`src/design/vecf_pkg.sv`:
```
`timescale 1ns / 1ps
// shared constants, types and codes of the exposed cell finder
package vecf_pkg;

	localparam int unsigned SIZE_X = 16;
	localparam int unsigned SIZE_Z = 16;
	localparam int unsigned HEIGHT = 64;

	localparam int unsigned COL_W    = 64;
	localparam int unsigned POS_W    = 4;
	// extended coordinate width, wide enough that x-1 at zero lands beyond any grid size
	localparam int unsigned EXT_W    = 8;
	localparam int unsigned DEPTH    = SIZE_X * SIZE_Z;
	localparam int unsigned ADDR_W   = $clog2(DEPTH);
	localparam int unsigned PROD_W   = 2 * EXT_W;

	localparam logic [COL_W-1:0] HEIGHT_MASK = {COL_W{1'b1}} >> (COL_W - HEIGHT);

	localparam logic CMD_WRITE = 1'b0;
	localparam logic CMD_QUERY = 1'b1;

	typedef enum logic [2:0] {
		STEP_CTR,
		STEP_XM,
		STEP_XP,
		STEP_ZM,
		STEP_ZP
	} step_t;

	typedef struct packed {
		logic  load_item;
		logic  wr_en;
		logic  rd_en;
		step_t rd_step;
		logic  out_load;
	} vecf_cmd_t;

endpackage

```
`src/design/vecf_ctrl.sv`:
```
`timescale 1ns / 1ps
// controller: sequences the five column reads of a query and the result beat
module vecf_ctrl
	import vecf_pkg::*;
(
	input  logic      clk,
	input  logic      arst_n,
	input  logic      req_valid,
	input  logic      req_query,
	output logic      req_ready,
	input  logic      rsp_ready,
	output logic      rsp_valid,
	output vecf_cmd_t cmd
);

	typedef enum logic [1:0] {
		S_IDLE,
		S_READ,
		S_DRAIN,
		S_FIN
	} state_t;

	state_t state_q;
	step_t  step_q;
	logic   rsp_valid_q;
	logic   req_fire;
	logic   out_free;

	assign req_ready = (state_q == S_IDLE);
	assign req_fire  = req_valid && req_ready;
	assign rsp_valid = rsp_valid_q;
	assign out_free  = !rsp_valid_q || rsp_ready;

	always_comb begin
		cmd.load_item = req_fire && (req_query == CMD_QUERY);
		cmd.wr_en     = req_fire && (req_query == CMD_WRITE);
		cmd.rd_en     = (state_q == S_READ);
		cmd.rd_step   = step_q;
		cmd.out_load  = (state_q == S_FIN) && out_free;
	end

	always_ff @(posedge clk or negedge arst_n) begin
		if (!arst_n) begin
			state_q     <= S_IDLE;
			step_q      <= STEP_CTR;
			rsp_valid_q <= 1'b0;
		end else begin
			if (cmd.out_load) begin
				rsp_valid_q <= 1'b1;
			end else if (rsp_ready) begin
				rsp_valid_q <= 1'b0;
			end
			unique case (state_q)
				S_IDLE: begin
					if (cmd.load_item) begin
						step_q  <= STEP_CTR;
						state_q <= S_READ;
					end
				end
				S_READ: begin
					unique case (step_q)
						STEP_CTR: step_q <= STEP_XM;
						STEP_XM:  step_q <= STEP_XP;
						STEP_XP:  step_q <= STEP_ZM;
						STEP_ZM:  step_q <= STEP_ZP;
						default: begin
							step_q  <= STEP_CTR;
							state_q <= S_DRAIN;
						end
					endcase
				end
				S_DRAIN: state_q <= S_FIN;
				S_FIN: begin
					if (out_free) begin
						state_q <= S_IDLE;
					end
				end
				default: state_q <= S_IDLE;
			endcase
		end
	end

endmodule

```
`config.mk`:
```
export PLATFORM = sky130hd
export DESIGN_NAME = vecf_ctrl
export DESIGN_NICKNAME = d
export VERILOG_FILES = /design/src/design/vecf_pkg.sv /design/src/design/vecf_ctrl.sv
export SDC_FILE = /design/constraint.sdc
export NUM_CORES = 1
export LEC_CHECK = 0
export BUFFER_PORTS_ARGS = -buffer_cell sky130_fd_sc_hd__buf_2
export CAP_MARGIN = 20
export CORE_AREA = 5 5 42 44
export CTS_BUF_LIST = sky130_fd_sc_hd__clkbuf_16
export CTS_CLUSTER_DIAMETER = 30
export CTS_CLUSTER_SIZE = 20
export DETAILED_ROUTE_END_ITERATION = 10
export DIE_AREA = 0 0 47 49
export PLACE_DENSITY_LB_ADDON = 0.2
export SYNTH_ARGS = -nofsm -noshare
export SYNTH_HDL_FRONTEND = slang
export SYNTH_SLANG_ARGS = --single-unit
```
`constraint.sdc`:
```
create_clock -name clk -period 4.9 [get_ports clk]
set_clock_uncertainty 0.15 [all_clocks]
set_input_delay 0.245 -clock clk [delete_from_list [all_inputs] [get_ports clk]]
set_output_delay 0.245 -clock clk [all_outputs]
set_load 0.005 [all_outputs]
```
==> flow_summary.yaml, run 1 <==
outcome:
  status: "completed"
critical_path:
  number_of_buffers_and_inverters_on_the_critical_path: 1
  path_max_fanout: 6
  cp_cell_sequence: "inv_1 > ha_1 > and3_4 > or2_4 > mux2_4"
  cpLargestDelayFamily: "simple AND/OR/NAND/NOR gates"
  timing.setup.critical_path_class: "reg -> reg"
  crit_arrival_ns: 1.67
  critical_path_required_ns: 4.86
  setup.worst_path.start_class: "flip-flop"
  crit_slowest_cell: "dfrtp_1"
  critPathCaptureType: "flip-flop"
  slowest_delay_ns: 0.38
clocking:
  tritoncts: "built"
  cts.root.buffer_cell: "clkbuf_16"
  clk_pin_slew_ns: 0.03
  total_of_hold_buffers_inserted_after_clock_tree_synthesis: 1
  clock_latency_ns: 0.22
  htree_num_levels: 1
  sink_count: 6
  cts_buffer_depth: 2
  cts_repair_resize_count: 0
  cts_buffers: 3
  post_cts.repair.setup_buffers: 0
sta:
  worst_slew_pin_slew_ns: 0.170
  final_max_slew_viol_count: 0
  fin_setup_tns_ns: 0
  setup_repair_after_global_routing_missed_its_margin: "false"
  max_slew_margin: 0.886
  layout_worst_path_cycle_share: 0.350
  fmax_mhz: 584
  fin_worst_hold_slack_ns: 0.160
  layout_min_cycle_time_ns: 1.71
  setup_viol_count_final: 0
  finalHoldViolations: 0
place:
  portBuffers: 13
  placed_cells: 66
  gp_congestion: 0.732
  dp.final_hpwl_um: 651
yosys:
  yosys_warnings: 0
  synthCells: 37
  netlist-cell-type-count: 20
  mappedNetlistNets: 46
  synth-seq-area-share: 0.397
  synth_seq_cells: 6
  syn_area_um2: 378
  mean_syn_cell_area_um2: 10.2
layout:
  multiInputGateArea_um2: 216
  post_route_cells_drive_above_1_share: 0.389
  final.fill_count: 138
  register_area_um2: 150
  final_net_count: 65
  areaGrowthSynthToFinish_pct: 45.0
  count_of_non_filler_cells_in_the_finished_layout: 70
  antenna_cells: 0
drt:
  dr_total_vias: 307
  first_iter_violations: 3
  drtAntennaViolNets: 0
  routedWlPerCell_um: 11.3
  drt-vias-per-instance: 4.39
  post-route-drc-count: 0
  drt-total-wl_um: 794
  drt_pass1_iterations: 2
power_and_ir_drop:
  power.leakage_nw: 0.292
  pwr_density_cell_nw_per_um2: 692
  worst_voltage_drop_across_the_vdd_grid_v: 0.000310
  fin_total_pwr_w: 0.000379
global_routing:
  maximum_number_of_pins_on_one_net_before_global_route_repair: 7
  grt_first_pass_wirelength_mm: 1.20
  first_global_vias: 312
  total_grt_overflow: 0
  antenna_found_initial: 0
  grt.total_usage: 0.0736
floorplan:
  fp.dieW_um: 47
  std_cell_rows: 14
  floorplan.initialDensity: 0.270
  die_y_um: 49
  placeableCoreArea_um2: 1400
  design.die.area_um2: 2300
  ios: 14
flow_run:
  cap_viol_max_count: 0
hold_path:
  hold_path_class: "in -> reg"
## worst paths after layout
path                                         from                      to  slack (ns)  cells after the start
min in group asynchronous                  arst_n   step_q[2]$_DFFE_PN0P_        0.22                      2
max in group asynchronous                  arst_n  state_q[0]$_DFFE_PN0P_        4.23                      2
setup reg to reg           state_q[0]$_DFFE_PN0P_   step_q[2]$_DFFE_PN0P_        3.19                      5
hold reg to reg             rsp_valid$_DFFE_PN0P_   rsp_valid$_DFFE_PN0P_        0.38                      2
hold / removal                          rsp_ready   rsp_valid$_DFFE_PN0P_        0.16                      3
setup / recovery           state_q[0]$_DFFE_PN0P_   step_q[2]$_DFFE_PN0P_        3.19                      5
## logic make-up (layout without fill, tap and decap cells)
logic type	Yosys count	count (layout)	synth area share
adders and majority gates	4	4	0.132
muxes	2	2	0.0662
AOI/OAI and AO/OA	5	5	0.109
DFF	6	6	0.397
and+or+nand+nor	17	17	0.265
buffers and inverters	3	20	0.0298
## worst min-delay path, cell delays in order
cell,delay (ns)
buf_2,0.08
nand2b_1,0.11
nand2b_1,0.06
## through the flow
step                setup slack [ns]  utilization  instance area, um2
detailed placement              3.18        0.330                 463
global placement                3.20        0.330                 463
finish                          3.19        0.391                 548
CTS                             3.17        0.391                 548
floorplan                       3.23            -                 378
global route                    3.10        0.391                 548
## synth_stat cells
library cell	n	area, um2
a21bo_2	1	10.0
a32o_1	1	10.0
and2_1	1	6.26
and3_1	1	6.26
and3_4	1	11.3
dfrtp_1	6	150
ha_1	4	50.1
inv_1	3	11.3
mux2_4	1	15.0
mux2i_1	1	10.0
nand2_1	4	15.0
nand2b_1	3	18.8
nand3b_1	1	7.51
nor2_1	3	11.3
nor2b_1	1	6.26
o21ai_0	1	5.00
o22ai_1	1	6.26
o32a_1	1	10.0
or2_4	1	8.76
or3b_2	1	8.76
## flip-flops by register name, summed over array words and instances, names as in the netlist
signal and count:
rsp_valid 1, state_q 2, step_q 3
## power breakdown
part	switching (W)	internal (W)
combinational	0.0000761	0.0000837
sequential	0.0000180	0.0000709
clock	0.0000258	0.000105
## layout make-up
cell class / count / share of cell area
timing repair buffer: 14 / 0.137
tap: 16 / 0.0365
sequential: 6 / 0.274
inverter: 3 / 0.0205
multi-input combinational: 28 / 0.395
clock buffer: 3 / 0.137
## metal layers
layer | up-vias | track usage | wire [um]
met5 | - | 0 | 0
met4 | 0 | 0 | 0
met3 | 0 | 0.0554 | 43
met2 | 5 | 0.124 | 419
met1 | 139 | 0.0757 | 331
li1 | 163 | - | -
## cells in the final DEF (no fill, tap or decap), types with 3 or more instances in the layout
| cell | synthesis | layout |
|---|---|---|
| buf_2 | 0 | 13 |
| clkbuf_16 | 0 | 3 |
| dfrtp_1 | 6 | 6 |
| ha_1 | 4 | 4 |
| inv_1 | 3 | 3 |
| nand2_1 | 4 | 4 |
| nand2b_1 | 3 | 3 |
| nor2_1 | 3 | 3 |
No activity file was read; power rests on OpenSTA's default activity.
==> inputs of run 2 (changes only) <==
Clock period 4.9 ns to 1.6 ns, I/O delays scaled along.
==> flow_summary.yaml, run 2 (synthesis gave the netlist of run 1 again) <==
layout:
  areaGrowthSynthToFinish_pct: 75.5
  largest_register_ffs: 3
  final_cell_mix: "buf_2, buf_4, dfrtp_1, nand2_1"
  register_area_um2: 151
  post_route_cells_drive_above_1_share: 0.603
  final_net_count: 74
  antenna_cells: 0
  final.fill_count: 135
  multiInputGateArea_um2: 260
  register_name_with_the_most_flops: "step_q"
  count_of_non_filler_cells_in_the_finished_layout: 79
  leading_cell_type_in_the_layout_fill_and_taps_excluded: "buf_2"
  final_cell_area_um2: 663
critical_path:
  cpLargestDelayFamily: "flip-flops"
  critical_path_required_ns: 1.56
  worstSetupStartpoint: "state_q[0]$_DFFE_PN0P_"
  crit_arrival_ns: 1.56
  timing.setup.critical_path_class: "reg -> reg"
  setup.worst_path.start_class: "flip-flop"
  critPathCaptureType: "flip-flop"
  cp_cell_sequence: "inv_2 > ha_4 > and3_4 > or2_4 > mux2_4"
  timing.rr.start: "state_q[0]$_DFFE_PN0P_"
  path_max_fanout: 6
  number_of_buffers_and_inverters_on_the_critical_path: 1
  crit_slowest_cell: "dfrtp_2"
  slowest_delay_ns: 0.40
clocking:
  cts.root.buffer_cell: "clkbuf_16"
  htree_num_levels: 1
  cts_buffer_depth: 2
  sink_count: 6
  tritoncts: "built"
  clock_latency_ns: 0.23
  cts_buffers: 3
  clk_pin_slew_ns: 0.04
floorplan:
  floorplan.initialDensity: 0.270
  die_y_um: 49
  fp.dieW_um: 47
  placeableCoreArea_um2: 1400
  ios: 14
  std_cell_rows: 14
  design.die.area_um2: 2300
global_routing:
  grt.total_usage: 0.0905
  antenna_found_initial: 0
  maximum_number_of_pins_on_one_net_before_global_route_repair: 7
  grt_first_pass_wirelength_mm: 1.52
  total_grt_overflow: 0
  first_global_vias: 342
power_and_ir_drop:
  fin_total_pwr_w: 0.00146
  worst_voltage_drop_across_the_vdd_grid_v: 0.00112
  pwr_density_cell_nw_per_um2: 2200
  power.leakage_nw: 0.336
sta:
  setup_repair_after_global_routing_missed_its_margin: "true"
  final.setup.worst_slack_ns: -0.00310
  layout_min_cycle_time_ns: 1.60
  fmax_mhz: 624
  fin_worst_hold_slack_ns: 0.0634
  worst_slew_pin_slew_ns: 0.181
  layout_worst_path_cycle_share: 1.00
  max_slew_margin: 0.879
  final_max_slew_viol_count: 0
  setup_viol_count_final: 1
  finalHoldViolations: 0
hold_path:
  hold_path_class: "in -> async"
flow_run:
  cap_viol_max_count: 0
drt:
  drt_pass1_iterations: 4
  post-route-drc-count: 0
  drt-vias-per-instance: 4.65
  first_iter_violations: 7
  routedWlPerCell_um: 12.0
  drtAntennaViolNets: 0
  drt-total-wl_um: 945
  dr_total_vias: 367
place:
  place_area_um2: 510
  placed_cells: 72
  gp_congestion: 0.714
  place_worst_setup_slack_ns: -0.0154
  portBuffers: 13
outcome:
  status: "complete, but fails checks"
  failed_checks: "setup timing"
## run 2: final cells by class
cell class,count,share of cell area
Multi-Input combinational cell,28,0.392
Timing Repair Buffer,23,0.219
Inverter,3,0.0170
Tap cell,16,0.0302
Clock buffer,3,0.113
Sequential cell,6,0.228
## run 2: where the power goes
group | internal [W] | switching, W | leakage (nW)
logic | 0.000447 | 0.000320 | 0.223
registers | 0.000220 | 0.0000621 | 0.0762
clock network | 0.000321 | 0.0000876 | 0.0370
## run 2: per-layer routing
metal | wire [um] | vias to the layer above | GRT usage
li1 | - | 182 | -
met5 | 0 | - | 0
met4 | 0 | 0 | 0
met1 | 413 | 181 | 0.111
met3 | 41 | 0 | 0.0554
met2 | 491 | 4 | 0.143
## run 2: path summary, 6_finish.rpt
check                                          to  slack (ns)  depth (start not counted)
max                         step_q[2]$_DFFE_PN0P_      -0.003                          5
min reg2reg                 rsp_valid$_DFFE_PN0P_        0.38                          2
min in group clk           state_q[1]$_DFFE_PN0P_        0.22                          4
max in group asynchronous  state_q[0]$_DFFE_PN0P_        1.07                          2
max reg2reg                 step_q[2]$_DFFE_PN0P_      -0.003                          5
min                         rsp_valid$_DFFE_PN0P_        0.06                          2
## run 2: what timing repair did
item | in CTS | in global routing
hold endpoints to repair | 7 | 0
buffers inserted | 0 | 2
hold buffers | 2 | 0
cloned | 0 | 0
endpoints found under the setup margin | 1 | 4
pin swaps | 0 | 1
gates resized for setup | 4 | 8
## run 2: worst register-to-register path, cell delays in order, from the launching register on
cell and delay (ns):
dfrtp_2 0.40, inv_2 0.07, ha_4 0.18, and3_4 0.15, or2_4 0.24, mux2_4 0.29
## run 2: stage by stage
| stage | setup TNS (ns) | util |
|---|---|---|
| after floorplan | 0 | - |
| after global placement | -0.0312 | 0.364 |
| after detailed placement | -0.0154 | 0.364 |
| after CTS | 0 | 0.441 |
| after global routing | -0.0527 | 0.473 |
| final | -0.00310 | 0.473 |
==> inputs of run 3 (changes only) <==
Settings changed: RECOVER_POWER from default to 100.
==> flow_summary.yaml, run 3 (synthesis gave the netlist of run 1 again) <==
drt:
  drt_pass1_iterations: 4
  first_iter_violations: 4
  drtAntennaViolNets: 0
  post-route-drc-count: 0
  drt-total-wl_um: 950
  routedWlPerCell_um: 12.0
  drt-vias-per-instance: 4.54
  dr_total_vias: 359
layout:
  final_net_count: 74
  final.fill_count: 134
  register_name_with_the_most_flops: "step_q"
  count_of_non_filler_cells_in_the_finished_layout: 79
  register_area_um2: 151
  post_route_cells_drive_above_1_share: 0.571
  multiInputGateArea_um2: 260
  areaGrowthSynthToFinish_pct: 74.8
  leading_cell_type_in_the_layout_fill_and_taps_excluded: "buf_2"
  largest_register_ffs: 3
  final_cell_mix: "buf_2, buf_4, dfrtp_1, nand2_1"
  final_cell_area_um2: 661
  antenna_cells: 0
floorplan:
  fp.dieW_um: 47
  std_cell_rows: 14
  floorplan.initialDensity: 0.270
  ios: 14
  die_y_um: 49
  placeableCoreArea_um2: 1400
  design.die.area_um2: 2300
sta:
  setup_viol_count_final: 1
  finalHoldViolations: 0
  final_max_slew_viol_count: 0
  fin_worst_hold_slack_ns: 0.125
  layout_min_cycle_time_ns: 1.61
  fin_setup_tns_ns: -0.00678
  final.setup.worst_slack_ns: -0.00678
  worst_slew_pin_slew_ns: 0.366
  max_slew_margin: 0.756
  setup_repair_after_global_routing_missed_its_margin: "true"
  layout_worst_path_cycle_share: 1.00
  fmax_mhz: 622
critical_path:
  crit_arrival_ns: 1.57
  reg2reg_slack_ns: -0.007
  setup.worst_path.start_class: "flip-flop"
  worstSetupStartpoint: "state_q[0]$_DFFE_PN0P_"
  timing.setup.critical_path_class: "reg -> reg"
  critPathCaptureType: "flip-flop"
  path_max_fanout: 6
  reg2reg_depth: 5
  critical_path_required_ns: 1.56
  timing.rr.start: "state_q[0]$_DFFE_PN0P_"
  r2r_end: "step_q[2]$_DFFE_PN0P_"
  worstSetupEndpoint: "step_q[2]$_DFFE_PN0P_"
place:
  gp_congestion: 0.714
  placed_cells: 72
  portBuffers: 13
  place_area_um2: 510
global_routing:
  first_global_vias: 342
  grt.total_usage: 0.0905
  maximum_number_of_pins_on_one_net_before_global_route_repair: 7
  antenna_found_initial: 0
  grt_first_pass_wirelength_mm: 1.52
  total_grt_overflow: 0
hold_path:
  hold_path_class: "in -> async"
clocking:
  cts_buffers: 3
  clk_pin_slew_ns: 0.04
  cts.root.buffer_cell: "clkbuf_16"
  tritoncts: "built"
  cts_buffer_depth: 2
  htree_num_levels: 1
  clock_latency_ns: 0.23
  sink_count: 6
outcome:
  status: "complete, but fails checks"
  failed_checks: "setup timing"
power_and_ir_drop:
  power.leakage_nw: 0.330
  worst_voltage_drop_across_the_vdd_grid_v: 0.00113
  fin_total_pwr_w: 0.00146
  pwr_density_cell_nw_per_um2: 2210
flow_run:
  cap_viol_max_count: 0
-- run 3: cell types whose count changed in the layout (fill, tap and decap cells not counted), sizes merged --
cell / previous run / this run
clkbuf: 3 / 5
buf: 21 / 19
-- run 3: through the flow --
stage                     utilization  setup WS, ns
final                           0.471      -0.00678
after detailed placement        0.364       -0.0154
after global routing            0.471       -0.0349
after CTS                       0.441        0.0152
after global placement          0.364       -0.0240
after floorplan                     -       0.00267
-- run 3: repair_timing --
action | 4_1_cts | 5_1_grt
gates resized for setup | 4 | 8
pin swaps | 0 | 1
endpoints found under the hold margin | 7 | 0
hold buffers | 2 | 0
setup buffers | 0 | 2
endpoints found under the setup margin | 1 | 4
gates cloned | 0 | 0
-- run 3: metal layers --
metal  track usage  part of all wire
met1         0.111              0.44
met2         0.143              0.51
met3        0.0554             0.043
met4             0                 0
met5             0                 0
-- run 3: layout make-up --
type                            instances  area share
Clock buffer                            3       0.114
Inverter                                3      0.0170
Multi-Input combinational cell         28       0.394
Sequential cell                         6       0.229
Tap cell                               16      0.0303
Timing Repair Buffer                   23       0.216
-- run 3: worst min path at each step --
stage | to | slack [ns] | cells after the start
CTS | rsp_valid$_DFFE_PN0P_ | 0.07 | 2
global route | rsp_valid$_DFFE_PN0P_ | 0.17 | 2
detailed placement | rsp_valid$_DFFE_PN0P_ | -0.23 | 1
floorplan | rsp_valid$_DFFE_PN0P_ | -0.37 | 0
global placement | rsp_valid$_DFFE_PN0P_ | -0.23 | 1
finish | rsp_valid$_DFFE_PN0P_ | 0.12 | 2
-- run 3: critical path: stages, from the launching register on --
cell and delay (ns):
dfrtp_2 0.40, inv_2 0.07, ha_4 0.18, and3_4 0.15, or2_4 0.24, mux2_4 0.29
-- run 3: where the power goes --
part	internal, W	switching, W
clock network	0.000322	0.0000901
logic	0.000444	0.000319
registers	0.000220	0.0000645
total	0.000985	0.000473
